## config.mk

```make
export PLATFORM = sky130hd
export DESIGN_NAME = nki_seq
export DESIGN_NICKNAME = d
export VERILOG_FILES = /design/src/rtl/nki_pkg.sv /design/src/rtl/nki_seq.sv
export SDC_FILE = /design/constraint.sdc
export NUM_CORES = 1
export LEC_CHECK = 0
export ABC_AREA = 0
export ABC_CLOCK_PERIOD_IN_PS = 5900
export BUFFER_PORTS_ARGS = -buffer_cell sky130_fd_sc_hd__buf_2
export CAP_MARGIN = 20
export CORE_MARGIN = 3
export CORE_UTILIZATION = 57
export CTS_BUF_LIST = sky130_fd_sc_hd__clkbuf_8
export DETAILED_ROUTE_END_ITERATION = 8
export GPL_ROUTABILITY_DRIVEN = 0
export GPL_TIMING_DRIVEN = 0
export PLACE_DENSITY = 0.81
export SLEW_MARGIN = 5
export SYNTH_ARGS = -nofsm -noshare
export SYNTH_HDL_FRONTEND = slang
export SYNTH_SLANG_ARGS = --single-unit
```

## constraint.sdc

```tcl
create_clock -name clk_i -period 5.9 [get_ports clk_i]
set_clock_uncertainty 0.2 [all_clocks]
set_input_delay 0.295 -clock clk_i [delete_from_list [all_inputs] [get_ports clk_i]]
set_output_delay 0.295 -clock clk_i [all_outputs]
set_load 0.005 [all_outputs]
```

## src/rtl/nki_pkg.sv

```systemverilog
// Shared types and constants for the nearest knot interpolator.
package nki_pkg;

  localparam int MaxKnots  = 256;
  localparam int ValueBits = 32;
  localparam int IdxBits   = $clog2(MaxKnots);
  localparam int CountBits = IdxBits + 1;

  localparam logic [CountBits-1:0] KnotCountReset = CountBits'(MaxKnots);
  localparam logic [CountBits-1:0] KnotCountMin   = CountBits'(2);
  localparam logic [CountBits-1:0] KnotCountMax   = CountBits'(MaxKnots);

  localparam logic [1:0] CMD_POS   = 2'd0;
  localparam logic [1:0] CMD_VAL   = 2'd1;
  localparam logic [1:0] CMD_QUERY = 2'd2;

  typedef enum logic [2:0] {
    ST_IDLE,
    ST_NEXT,
    ST_CMP,
    ST_LO,
    ST_PICK,
    ST_OUT
  } state_e;

  // one access to a knot table
  typedef struct packed {
    logic                 we;
    logic [IdxBits-1:0]   addr;
    logic [ValueBits-1:0] wdata;
  } ram_req_t;

endpackage

```

## src/rtl/nki_seq.sv

```systemverilog
// Command sequencer: table writes, interval search and nearest-knot pick.
module nki_seq (
  input  logic                             clk_i,
  input  logic                             rst_ni,
  input  logic                             start,
  output logic                             busy,
  input  logic [1:0]                       cmd_i,
  input  logic [nki_pkg::IdxBits-1:0]      knot_index_i,
  input  logic [nki_pkg::ValueBits-1:0]    write_data_i,
  input  logic [nki_pkg::ValueBits-1:0]    query_x_i,
  input  logic                             restart_i,
  input  logic [nki_pkg::IdxBits-1:0]      last_i,
  output nki_pkg::ram_req_t                pos_req_o,
  output nki_pkg::ram_req_t                val_req_o,
  input  logic [nki_pkg::ValueBits-1:0]    pos_rdata_i,
  input  logic [nki_pkg::ValueBits-1:0]    val_rdata_i,
  output logic                             result_valid_o,
  output logic [nki_pkg::ValueBits-1:0]    result_value_o,
  output logic                             in_range_o
);

  nki_pkg::state_e state_q, state_d;

  logic [nki_pkg::IdxBits-1:0]   ptr_q, ptr_d;
  logic [nki_pkg::IdxBits-1:0]   ptr_base, ptr_new, ptr_inc, ptr_inc2;
  logic [nki_pkg::ValueBits-1:0] x_q, x_d;
  logic [nki_pkg::ValueBits-1:0] x2_q, x2_d;
  logic                          below_q, below_d;
  logic [nki_pkg::ValueBits:0]   dlo_q, dlo_d;
  logic [nki_pkg::ValueBits:0]   dhi_q, dhi_d;
  logic                          valid_q, valid_d;
  logic [nki_pkg::ValueBits-1:0] value_q, value_d;
  logic                          inr_q, inr_d;
  logic                          x_lt_rd;

  assign ptr_base = restart_i ? '0 : ptr_q;
  assign ptr_new  = (ptr_base > last_i) ? last_i : ptr_base;
  assign ptr_inc  = ptr_q + 1'b1;
  assign ptr_inc2 = ptr_q + 2'd2;
  assign x_lt_rd  = $signed(x_q) < $signed(pos_rdata_i);

  always_ff @(posedge clk_i or negedge rst_ni) begin
    if (!rst_ni) begin
      state_q <= nki_pkg::ST_IDLE;
      ptr_q   <= '0;
      valid_q <= 1'b0;
    end else begin
      state_q <= state_d;
      ptr_q   <= ptr_d;
      valid_q <= valid_d;
    end
  end

  always_ff @(posedge clk_i) begin
    x_q     <= x_d;
    x2_q    <= x2_d;
    below_q <= below_d;
    dlo_q   <= dlo_d;
    dhi_q   <= dhi_d;
    value_q <= value_d;
    inr_q   <= inr_d;
  end

  always_comb begin
    state_d   = state_q;
    ptr_d     = ptr_q;
    x_d       = x_q;
    x2_d      = x2_q;
    below_d   = below_q;
    dlo_d     = dlo_q;
    dhi_d     = dhi_q;
    valid_d   = 1'b0;
    value_d   = value_q;
    inr_d     = inr_q;
    pos_req_o = '0;
    val_req_o = '0;
    unique case (state_q)
      nki_pkg::ST_IDLE: begin
        pos_req_o.addr  = knot_index_i;
        pos_req_o.wdata = write_data_i;
        val_req_o.addr  = knot_index_i;
        val_req_o.wdata = write_data_i;
        if (start) begin
          if (cmd_i == nki_pkg::CMD_POS) begin
            pos_req_o.we = 1'b1;
          end else if (cmd_i == nki_pkg::CMD_VAL) begin
            val_req_o.we = 1'b1;
          end else if (cmd_i == nki_pkg::CMD_QUERY) begin
            x_d   = query_x_i;
            ptr_d = ptr_new;
            if (ptr_new == last_i) begin
              valid_d = 1'b1;
              value_d = '0;
              inr_d   = 1'b0;
            end else begin
              state_d = nki_pkg::ST_NEXT;
            end
          end
        end
      end
      nki_pkg::ST_NEXT: begin
        pos_req_o.addr = ptr_inc;
        state_d        = nki_pkg::ST_CMP;
      end
      nki_pkg::ST_CMP: begin
        // read data is the knot above the current interval
        if (!x_lt_rd) begin
          ptr_d = ptr_inc;
          if (ptr_inc == last_i) begin
            valid_d = 1'b1;
            value_d = '0;
            inr_d   = 1'b0;
            state_d = nki_pkg::ST_IDLE;
          end else begin
            pos_req_o.addr = ptr_inc2;
          end
        end else begin
          x2_d           = pos_rdata_i;
          pos_req_o.addr = ptr_q;
          state_d        = nki_pkg::ST_LO;
        end
      end
      nki_pkg::ST_LO: begin
        below_d = x_lt_rd;
        dlo_d   = {x_q[nki_pkg::ValueBits-1], x_q}
                - {pos_rdata_i[nki_pkg::ValueBits-1], pos_rdata_i};
        dhi_d   = {x2_q[nki_pkg::ValueBits-1], x2_q}
                - {x_q[nki_pkg::ValueBits-1], x_q};
        state_d = nki_pkg::ST_PICK;
      end
      nki_pkg::ST_PICK: begin
        // tie keeps the lower knot
        val_req_o.addr = (!below_q && (dlo_q > dhi_q)) ? ptr_inc : ptr_q;
        state_d        = nki_pkg::ST_OUT;
      end
      nki_pkg::ST_OUT: begin
        valid_d = 1'b1;
        value_d = val_rdata_i;
        inr_d   = 1'b1;
        state_d = nki_pkg::ST_IDLE;
      end
      default: begin
        state_d = nki_pkg::ST_IDLE;
      end
    endcase
  end

  assign busy           = (state_q != nki_pkg::ST_IDLE);
  assign result_valid_o = valid_q;
  assign result_value_o = value_q;
  assign in_range_o     = inr_q;

  a_out_in_range: assert property (@(posedge clk_i) disable iff (!rst_ni)
    state_q == nki_pkg::ST_OUT |=> valid_q && inr_q)
    else $error("result after table read not flagged in range");

  a_oor_zero: assert property (@(posedge clk_i) disable iff (!rst_ni)
    valid_q && !inr_q |-> value_q == '0)
    else $error("out of range result carries nonzero value");

  a_strobe_idle: assert property (@(posedge clk_i) disable iff (!rst_ni)
    valid_q |-> state_q == nki_pkg::ST_IDLE)
    else $error("result strobe while search still running");

  a_ptr_step: assert property (@(posedge clk_i) disable iff (!rst_ni)
    state_q == nki_pkg::ST_CMP && !x_lt_rd |=> ptr_q == $past(ptr_inc))
    else $error("interval pointer did not advance by one");

endmodule

```

# Word-level counts from Yosys, hierarchy flattened
# Cells that the tools add are included.
# Widths: inputs -> output; s select.
word_totals:
  word_cells: 102
  input_bits: 150
  memories: 0
  romBits: 0
  latchBits: 0
  output_inout_bits: 117
  register_bits: 176
  ram_bits: 0
op_classes:
  magnitude_cmp: 3
  n_addsub: 4
  mul: 0
  bitwise_logic: 2
  muxes: 53
  n_div: 0
  shift: 0
  n_eq_ne: 18
  n_reduce_logical: 12
op_table:
  columns: ["op", "n"]
  rows:
  - ["$mux 32", 8]
  - ["$pmux 32 s3", 1]
  - ["$mux 8", 10]
  - ["$sub 32x32->33", 2]
  - ["$gt 33x33->1", 1]
  - ["$lt 32x32->1", 1]
  - ["$pmux 8 s2", 2]
  - ["$pmux 8 s3", 1]
  - ["$mux 1", 21]
  - ["$mux 3", 7]
  - ["$eq 8x8->1", 2]
  - ["$ne 2x2->1 const B", 8]
  - ["$pmux 3 s5", 1]
  - ["$reduce_and 6->1", 2]
  - ["$add 8x1->8 const B", 1]
  - ["$add 8x2->8 const B", 1]
  - ["$gt 8x8->1", 1]
  - ["$reduce_and 8->1", 1]
  - ["$eq 3x2->1 const B", 2]
  - ["$eq 3x3->1 const B", 2]
  - ["$pmux 1 s3", 2]
  - ["$reduce_bool 3->1", 2]
  - ["$reduce_and 5->1", 1]
  - ["$eq 3x1->1 const B", 1]
  - ["other kinds (10)", 11]

# Logic depth before layout (Yosys ltp)
# Gate-level depths: netlist (run 1).
depth:
  depth_word: 10
  depth_mapped: 14
  depth_no_buf: 13

# Worst setup path after synthesis (run 1)
# Ideal clock, no wire load.
synth_timing:
  kind: "register -> register"
  start: "reg state_q[2]"
  end: "reg ptr_q[7] in the netlist's numbering"
  stages_incl_launch_ff: 8
  arrival_time_ps: 4168
  path_buffers: 1
  setup_slack_ps: 1454
  synth_period_minus_slack_ps: 4446
  required_time_ps: 5623
  setup_time_ps: 77
  cell_sequence: "dfrtp_1 > nor3_1 > inv_1 > nor3_1 > o21bai_2 > buf_2 > o211ai_1 > o21ai_1"
synth_via:
  elab_chain_len: 3
  elab_cells_between_ends: 10
  cone_classes: "eq/ne (6); mux (1); reduce/logical (3)"
synth_rtl:
  columns: ["element", "line_no", "rtl"]
  rows:
  - ["start: declaration", "nki_seq.sv:22", "nki_pkg::state_e state_q, state_d;"]
  - ["start signal: assignment", "nki_seq.sv:44", "state_q <= nki_pkg::ST_IDLE;"]
  - ["start signal: assignment", "nki_seq.sv:48", "state_q <= state_d;"]
  - ["$eq 3x2->1 / $logic_not 3->1 (equally long branches)", "nki_seq.sv:77", "unique case (state_q)"]
  - ["$ne 2x2->1 (no source line) / $reduce_bool 2->1 (equally long branches)", null, null]
  - ["$reduce_and 6->1 (no source line)", null, null]
  - ["end signal: assignment", "nki_seq.sv:49", "ptr_q <= ptr_d;"]
  - ["end: declaration", "nki_seq.sv:24", "logic [nki_pkg::IdxBits-1:0] ptr_q, ptr_d;"]
# Parallel ways exist; a longest one is shown, timed or not.
# A chain may end at the register's enable or synchronous reset.

==> impl_metrics.toml, run 1 <==
[power]
p_leak_uw = 0.00676
max-vdd-ir-drop_mv = 0.235
power_frac_seq_pct = 35.0
p_sw_share_pct = 38.6
internal_power_uw = 2930
p_comb_share_pct = 48.0
switchingPower_uw = 1840
clkPwrFrac_pct = 17.0
power_density_mw_per_mm2 = 327

[global_route]
grt.overflow.total = 0
antenna_found_initial = 7
grt_pass1_vias = 10163
grt_max_degree = 69
grt_pass1_wl_mm = 54.0
grt.total_usage_pct = 31.9

[setup_path]
cp.arrival_ps = 4240
r2r_start = "x_q[2]"
critical_path_class = "in2out"
worstPathRequired_ps = 5410
startpoint_type = "input pin"
r2r_end = "x2_q[24]"
r2r_setup_slack_ps = 1800
reg2reg_depth = 10
worstSetupEndpointType = "output pin"
crit_fanout = 7

[layout]
syn_to_final_growth_pct = 26.9
fin_util_pct = 74.2
nets = 1762
instances_no_fill = 1782
drive_gt1_share_pct = 23.3
fillers = 1433

[worst_hold_path]
worstHoldEndpoint = "x_q[15]"
hold_depth = 2
min_from = "cmd_i[0]"
min_path_type = "in2reg"

[drt]
drtIter0Drc = 758
drc_errors = 0
drt_wl_total_mm = 35.3
via_count = 10203
via_per_inst = 5.73
ant_nets = 0
wl_per_cell_um = 19.8
first_pass_iters = 6

[clock_network]
cts_root_buf = "clkbuf_8"
cts_made_buffers = 17
cts.sinks = 176
cts_tree = "done"
post_cts_buffers = 0
clkTransAtPathRegs_ps = 90
htree_levels = 4
clockBufferDepth = 2
clock_latency_ps = 460

[floorplanning]
die_x_um = 148
dieArea_mm2 = 0.0219
die_y_um = 148
rows = 51
start_util_pct = 58.4
coreArea_mm2 = 0.0197
io-pin-count = 267

[yosys]
yosysTopAreaCell = "edfxtp_1"
synth_ff_type = "edfxtp_1"
synth_area_leaders = "edfxtp_1 (43%), ha_1 (12%), xnor2_1 (4.4%), inv_1 (4.2%), and2_1 (3.6%)"
syn_nets = 1375
yosysUniqueCellTypes = 73
seq_area_frac_synth_pct = 45.5
synthMuxAreaShare_pct = 1.02
yosysWarnings = 0
synthAdderAreaFrac_pct = 12.1
ys_ff_latch = 176
synth_top_cell_area_share_pct = 42.9
synth_xor_area_share_pct = 5.72
synth_simple_gate_area_share_pct = 13.2
async_flop_share_pct = 6.82
netlist_instances = 1115
synth_top_family_by_area = "compound AO/OA/AOI/OAI gates"
synth.most_common_cell = "edfxtp_1"
netlist_area_mm2 = 0.0115
syn_avg_cell_area_um2 = 10.3
synth_top_cells_by_count = "edfxtp_1 (164), inv_1 (129), ha_1 (108), a21oi_1 (74), and2_1 (67)"
synth_edf_count = 164
synth_compound_area_share_pct = 15.2

[timing]
fin_crit_ps = 4740
timing.fmax_ghz = 0.211
final-setup-viol-count = 0
slew_headroom_pct = 37.4
finalSetupTns_ps = 0
worst_slew_pin_slew_ps = 939
fin_crit_sh_pct = 80.3
hold_violations = 0
worst_slack_ps = 1160
rsz0062_at_grt = "no"
slew_viol_final = 0

[place]
placed_cells = 1651
port_buffers = 266
dp_slack_ps = 1720
place_hpwl_mm = 26.3

[run]
drv_cap = 0

[status]
outcome = "finished clean"
[cell type report]
type	count	area, um2	area share, %
multi-input cells	752	5450	37.4
flip-flops and latches	176	5230	35.9
repair buffers	368	2370	16.3
inverters	130	488	3.35
plain buffers	57	344	2.36
well taps	265	332	2.28
clock buffers	17	234	1.61
clock inverters	13	124	0.850
diodes	4	10.0	0.0687
[cells by family (layout without fill, tap and decap cells)]
kind of cell	after synthesis	in the layout
simple gates	291	291
buf+inv	187	585
compound gates	265	265
xor+xnor	75	75
mux	11	11
fa+ha+maj	110	110
flops	176	176
other cells	0	4
[power by group through the flow]
stage / registers (uW) / clock network [uW] / logic (uW)
6_report: 1670 / 810 / 2290
5_1_grt: 1680 / 860 / 2500
4_1_cts: 1660 / 813 / 2250
3_5_place_dp: 1690 / 0 / 2180
3_3_place_gp: 1700 / 0 / 2120
2_1_floorplan: 1670 / 0 / 1390
[timing repair]
item,4_1_cts,5_1_grt
resized for setup,0,0
endpoints found under the hold margin,108,0
hold buffers,97,0
[worst max-delay path by stage]
stage	start	endpoint	slack, ps
2_1_floorplan	state_q[2]	ptr_q[7]	1450
4_1_cts	pos_rdata_i[2]	pos_req_o[33]	1170
6_report	pos_rdata_i[2]	pos_req_o[33]	1160
3_3_place_gp	state_q[2]	ptr_q[7]	-620
3_5_place_dp	pos_rdata_i[2]	pos_req_o[33]	1720
5_1_grt	pos_rdata_i[3]	pos_req_o[33]	900
[critical path: stages]
cell and delay (ps):
dlygate4sd3_1 520, buf_2 110, inv_1 40, ha_1 340, and3_1 200, a211oi_1 650, a2111oi_2 230, o221ai_2 320
a211oi_2 140, o21ai_2 310, or2_1 250, nand2_1 230, o32ai_1 380, buf_2 220
[stage by stage]
step	hold slack, ps	area, um2	total power (uW)
after floorplan	-201	11500	3070
after global placement	3.55	13100	3810
after detailed placement	16.0	13200	3870
after CTS	18.0	14600	4730
after global routing	33.7	14600	5040
final	42.1	14600	4770
[sequential cells by signal, summed over array words and instances (netlist names)]
name,flops
dlo_q,33
ptr_q,8
x2_q,32
result_valid_o,1
in_range_o,1
result_value_o,32
below_q,1
dhi_q,33
x_q,32
state_q,3
[metal layers]
metal	share of wire (%)	wire, um	global-route usage (%)
met4	5.4	1930	17.1
met1	37	13100	38.2
met5	0.071	25	0
met3	8.4	2980	6.59
met2	49	17300	54.3
[cell usage in the layout (no fill, tap or decap), drive strengths merged, types with 3 or more instances in the layout]
master | synthesis | routed
nand3 | 28 | 28
dlygate4sd3 | 0 | 97
ha | 108 | 108
xnor2 | 58 | 58
nand4 | 12 | 12
o22ai | 4 | 4
or3 | 3 | 3
a21oi | 75 | 75
edfxtp | 164 | 164
o32ai | 3 | 3
mux2 | 6 | 6
and3 | 11 | 11
clkinv | 1 | 6
mux2i | 5 | 5
a21boi | 3 | 3
nor2 | 62 | 62
buf | 38 | 309
o211ai | 10 | 10
diode | 0 | 4
xor2 | 17 | 17
o21bai | 4 | 4
nand2b | 19 | 19
a31oi | 8 | 8
a21o | 33 | 33
o31a | 4 | 4
dfrtp | 12 | 12
and2 | 67 | 67
o21ai | 63 | 63
a211oi | 12 | 12
nor2b | 16 | 16
o21a | 18 | 18
a2111oi | 5 | 5
clkbuf | 19 | 36
nor3 | 11 | 11
nand2 | 51 | 51
inv | 129 | 133
(Power assumes the default switching activity.)
==> run 2, diff against run 1 <==
- ABC_CLOCK_PERIOD_IN_PS: 5900 -> 4000
- CORE_UTILIZATION: 57 -> 51
- PLACE_DENSITY: 0.81 -> 0.76
- clock period: 5.9 -> 4 ns (I/O delays scaled with it)
==> run 2 against run 1 <==
Register-to-register slack worse by 1500 ps. Non-clock buffer count up 21. Utilization shrank 4.6 points. Routed wire length shrank 5.6%. Hold slack improved by 32 ps. Highest routed layer unchanged. Cell count is 2.1% higher. Sequential power grew 47%. Critical path type is now reg2out. Sequential share of layout area is 1.7 points lower. Via count decreased by 3.0%. Critical path depth did not move.
==> impl_metrics.toml, run 2 (same netlist as run 1, synthesis figures left out) <==
[floorplanning]
io-pin-count = 267
coreArea_mm2 = 0.0220
start_util_pct = 52.3
die_x_um = 156
die_y_um = 156
rows = 54
dieArea_mm2 = 0.0244

[power]
p_leak_uw = 0.00697
max-vdd-ir-drop_mv = 0.421
power_density_mw_per_mm2 = 480

[setup_path]
reg2reg_depth = 13
max_stage_delay_ps = 480
startpoint_type = "flop"
cp_cell_sequence = "ha_4, nand3_4, or2_4, a2111oi_4, buf_4, o221ai_4, a211oi_4, o21ai_4, buf_6, buf_12, a21oi_4, o22ai_2, a22o_1, buf_2"
critical_path_class = "reg2out"
r2r_setup_slack_ps = 310
worstPathRequired_ps = 3600
slowest_stage = "edfxtp_1"
r2r_end = "dhi_q[29]"
worstSetupEndpointType = "output pin"
crit_fanout = 5
r2r_start = "x_q[2]"
cp.arrival_ps = 3500

[global_route]
grt.total_usage_pct = 26.7
antenna_found_initial = 3
grt_max_degree = 69
grt.overflow.total = 0
grt_pass1_vias = 9832
grt_pass1_wl_mm = 50.9

[drt]
via_count = 9902
wl_per_cell_um = 18.3
via_per_inst = 5.44
ant_nets = 0
drt_wl_total_mm = 33.4
drc_errors = 0
first_pass_iters = 5
drtIter0Drc = 717

[timing]
fin_crit_ps = 3900
rsz0062_at_grt = "yes"
worst_slew_pin_slew_ps = 1050
slew_viol_final = 0
hold_violations = 0
timing.fmax_ghz = 0.257
slew_headroom_pct = 29.7
fin_crit_sh_pct = 97.4
final-setup-viol-count = 0

[clock_network]
cts.sinks = 176
clockBufferDepth = 2
cts_made_buffers = 17
htree_levels = 4
cts_tree = "done"
clock_latency_ps = 470
cts_root_buf = "clkbuf_8"
clkTransAtPathRegs_ps = 110

[place]
place_hpwl_mm = 24.3
placed_cells = 1665
port_buffers = 266

[status]
outcome = "finished clean"

[layout]
drive_gt1_share_pct = 27.0
fin_util_pct = 69.6
fillers = 1610
layout_commonest_cell = "buf_2"
top_regs = "dhi_q (33), dlo_q (33)"
syn_to_final_growth_pct = 33.0
nets = 1783
instances_no_fill = 1819
final_cell_mix = "buf_2 (267), edfxtp_1 (164), inv_1 (128), dlygate4sd3_1 (104), ha_1 (95)"

[worst_hold_path]
hold_depth = 3
worstHoldEndpoint = "x_q[17]"
min_from = "start"
min_path_type = "in2reg"

[run]
drv_cap = 0
-- run 2: per-layer routing --
layer | track usage [%] | routed length, um | vias up
met3 | 6.07 | 2400 | 78
met1 | 31.7 | 12700 | 4619
met4 | 8.20 | 1110 | 2
met5 | 0 | 11 | -
met2 | 48.2 | 17200 | 433
li1 | - | - | 4770
-- run 2: report_power, final --
group	switching [uW]	internal [uW]
Combinational	1960	1540
Sequential	122	2340
Clock	772	603
-- run 2: critical path, delay by kind of cell (launching register included) --
| kind | cells | cell delay [ps] |
|---|---|---|
| adders and majority gates | 1 | 330 |
| and+or+nand+nor | 2 | 330 |
| DFF | 1 | 480 |
| AOI/OAI and AO/OA | 7 | 1270 |
| buffers and inverters | 4 | 620 |
-- run 2: through the flow --
stage	hold WS [ps]	setup WS [ps]	area, um2	setup TNS (ps)	total power, uW
final	73.9	103	15300	0	7340
after global routing	61.6	-101	15300	-376	7780
after CTS	46.8	2.62	14900	0	7160
after detailed placement	-80.9	61.7	13300	0	5670
after global placement	-83.9	-1120	13200	-74340	5590
after floorplan	-296	252	11500	0	4520
-- run 2: final cells by class --
type                    instances  area, um2  area share (%)
clock inverters                15        211            1.38
plain buffers                  57        360            2.36
diodes                          3       7.51          0.0491
inverters                     130        488            3.19
flip-flops and latches        176       5230            34.2
well taps                     280        350            2.29
repair buffers                389       2580            16.9
clock buffers                  17        234            1.53
multi-input cells             752       5830            38.1
-- run 2: worst max-delay path by stage --
stage	from	endpoint	slack, ps	cells after the start
detailed placement	x_q[2]	x2_q[29]	60	10
global placement	state_q[2]	ptr_q[3]	-1120	7
CTS	x_q[10]	pos_req_o[39]	3	13
global route	x_q[4]	pos_req_o[34]	-100	13
finish	x_q[10]	pos_req_o[39]	100	14
floorplan	x_q[14]	in_range_o	250	9
-- run 2: timing repair --
| action | in CTS | in global routing |
|---|---|---|
| endpoints found under the setup margin | 11 | 47 |
| gates resized for setup | 21 | 39 |
| pin swaps | 11 | 21 |
| endpoints found under the hold margin | 120 | 0 |
| cloned | 0 | 1 |
| hold buffers | 104 | 0 |
| setup buffers | 6 | 8 |
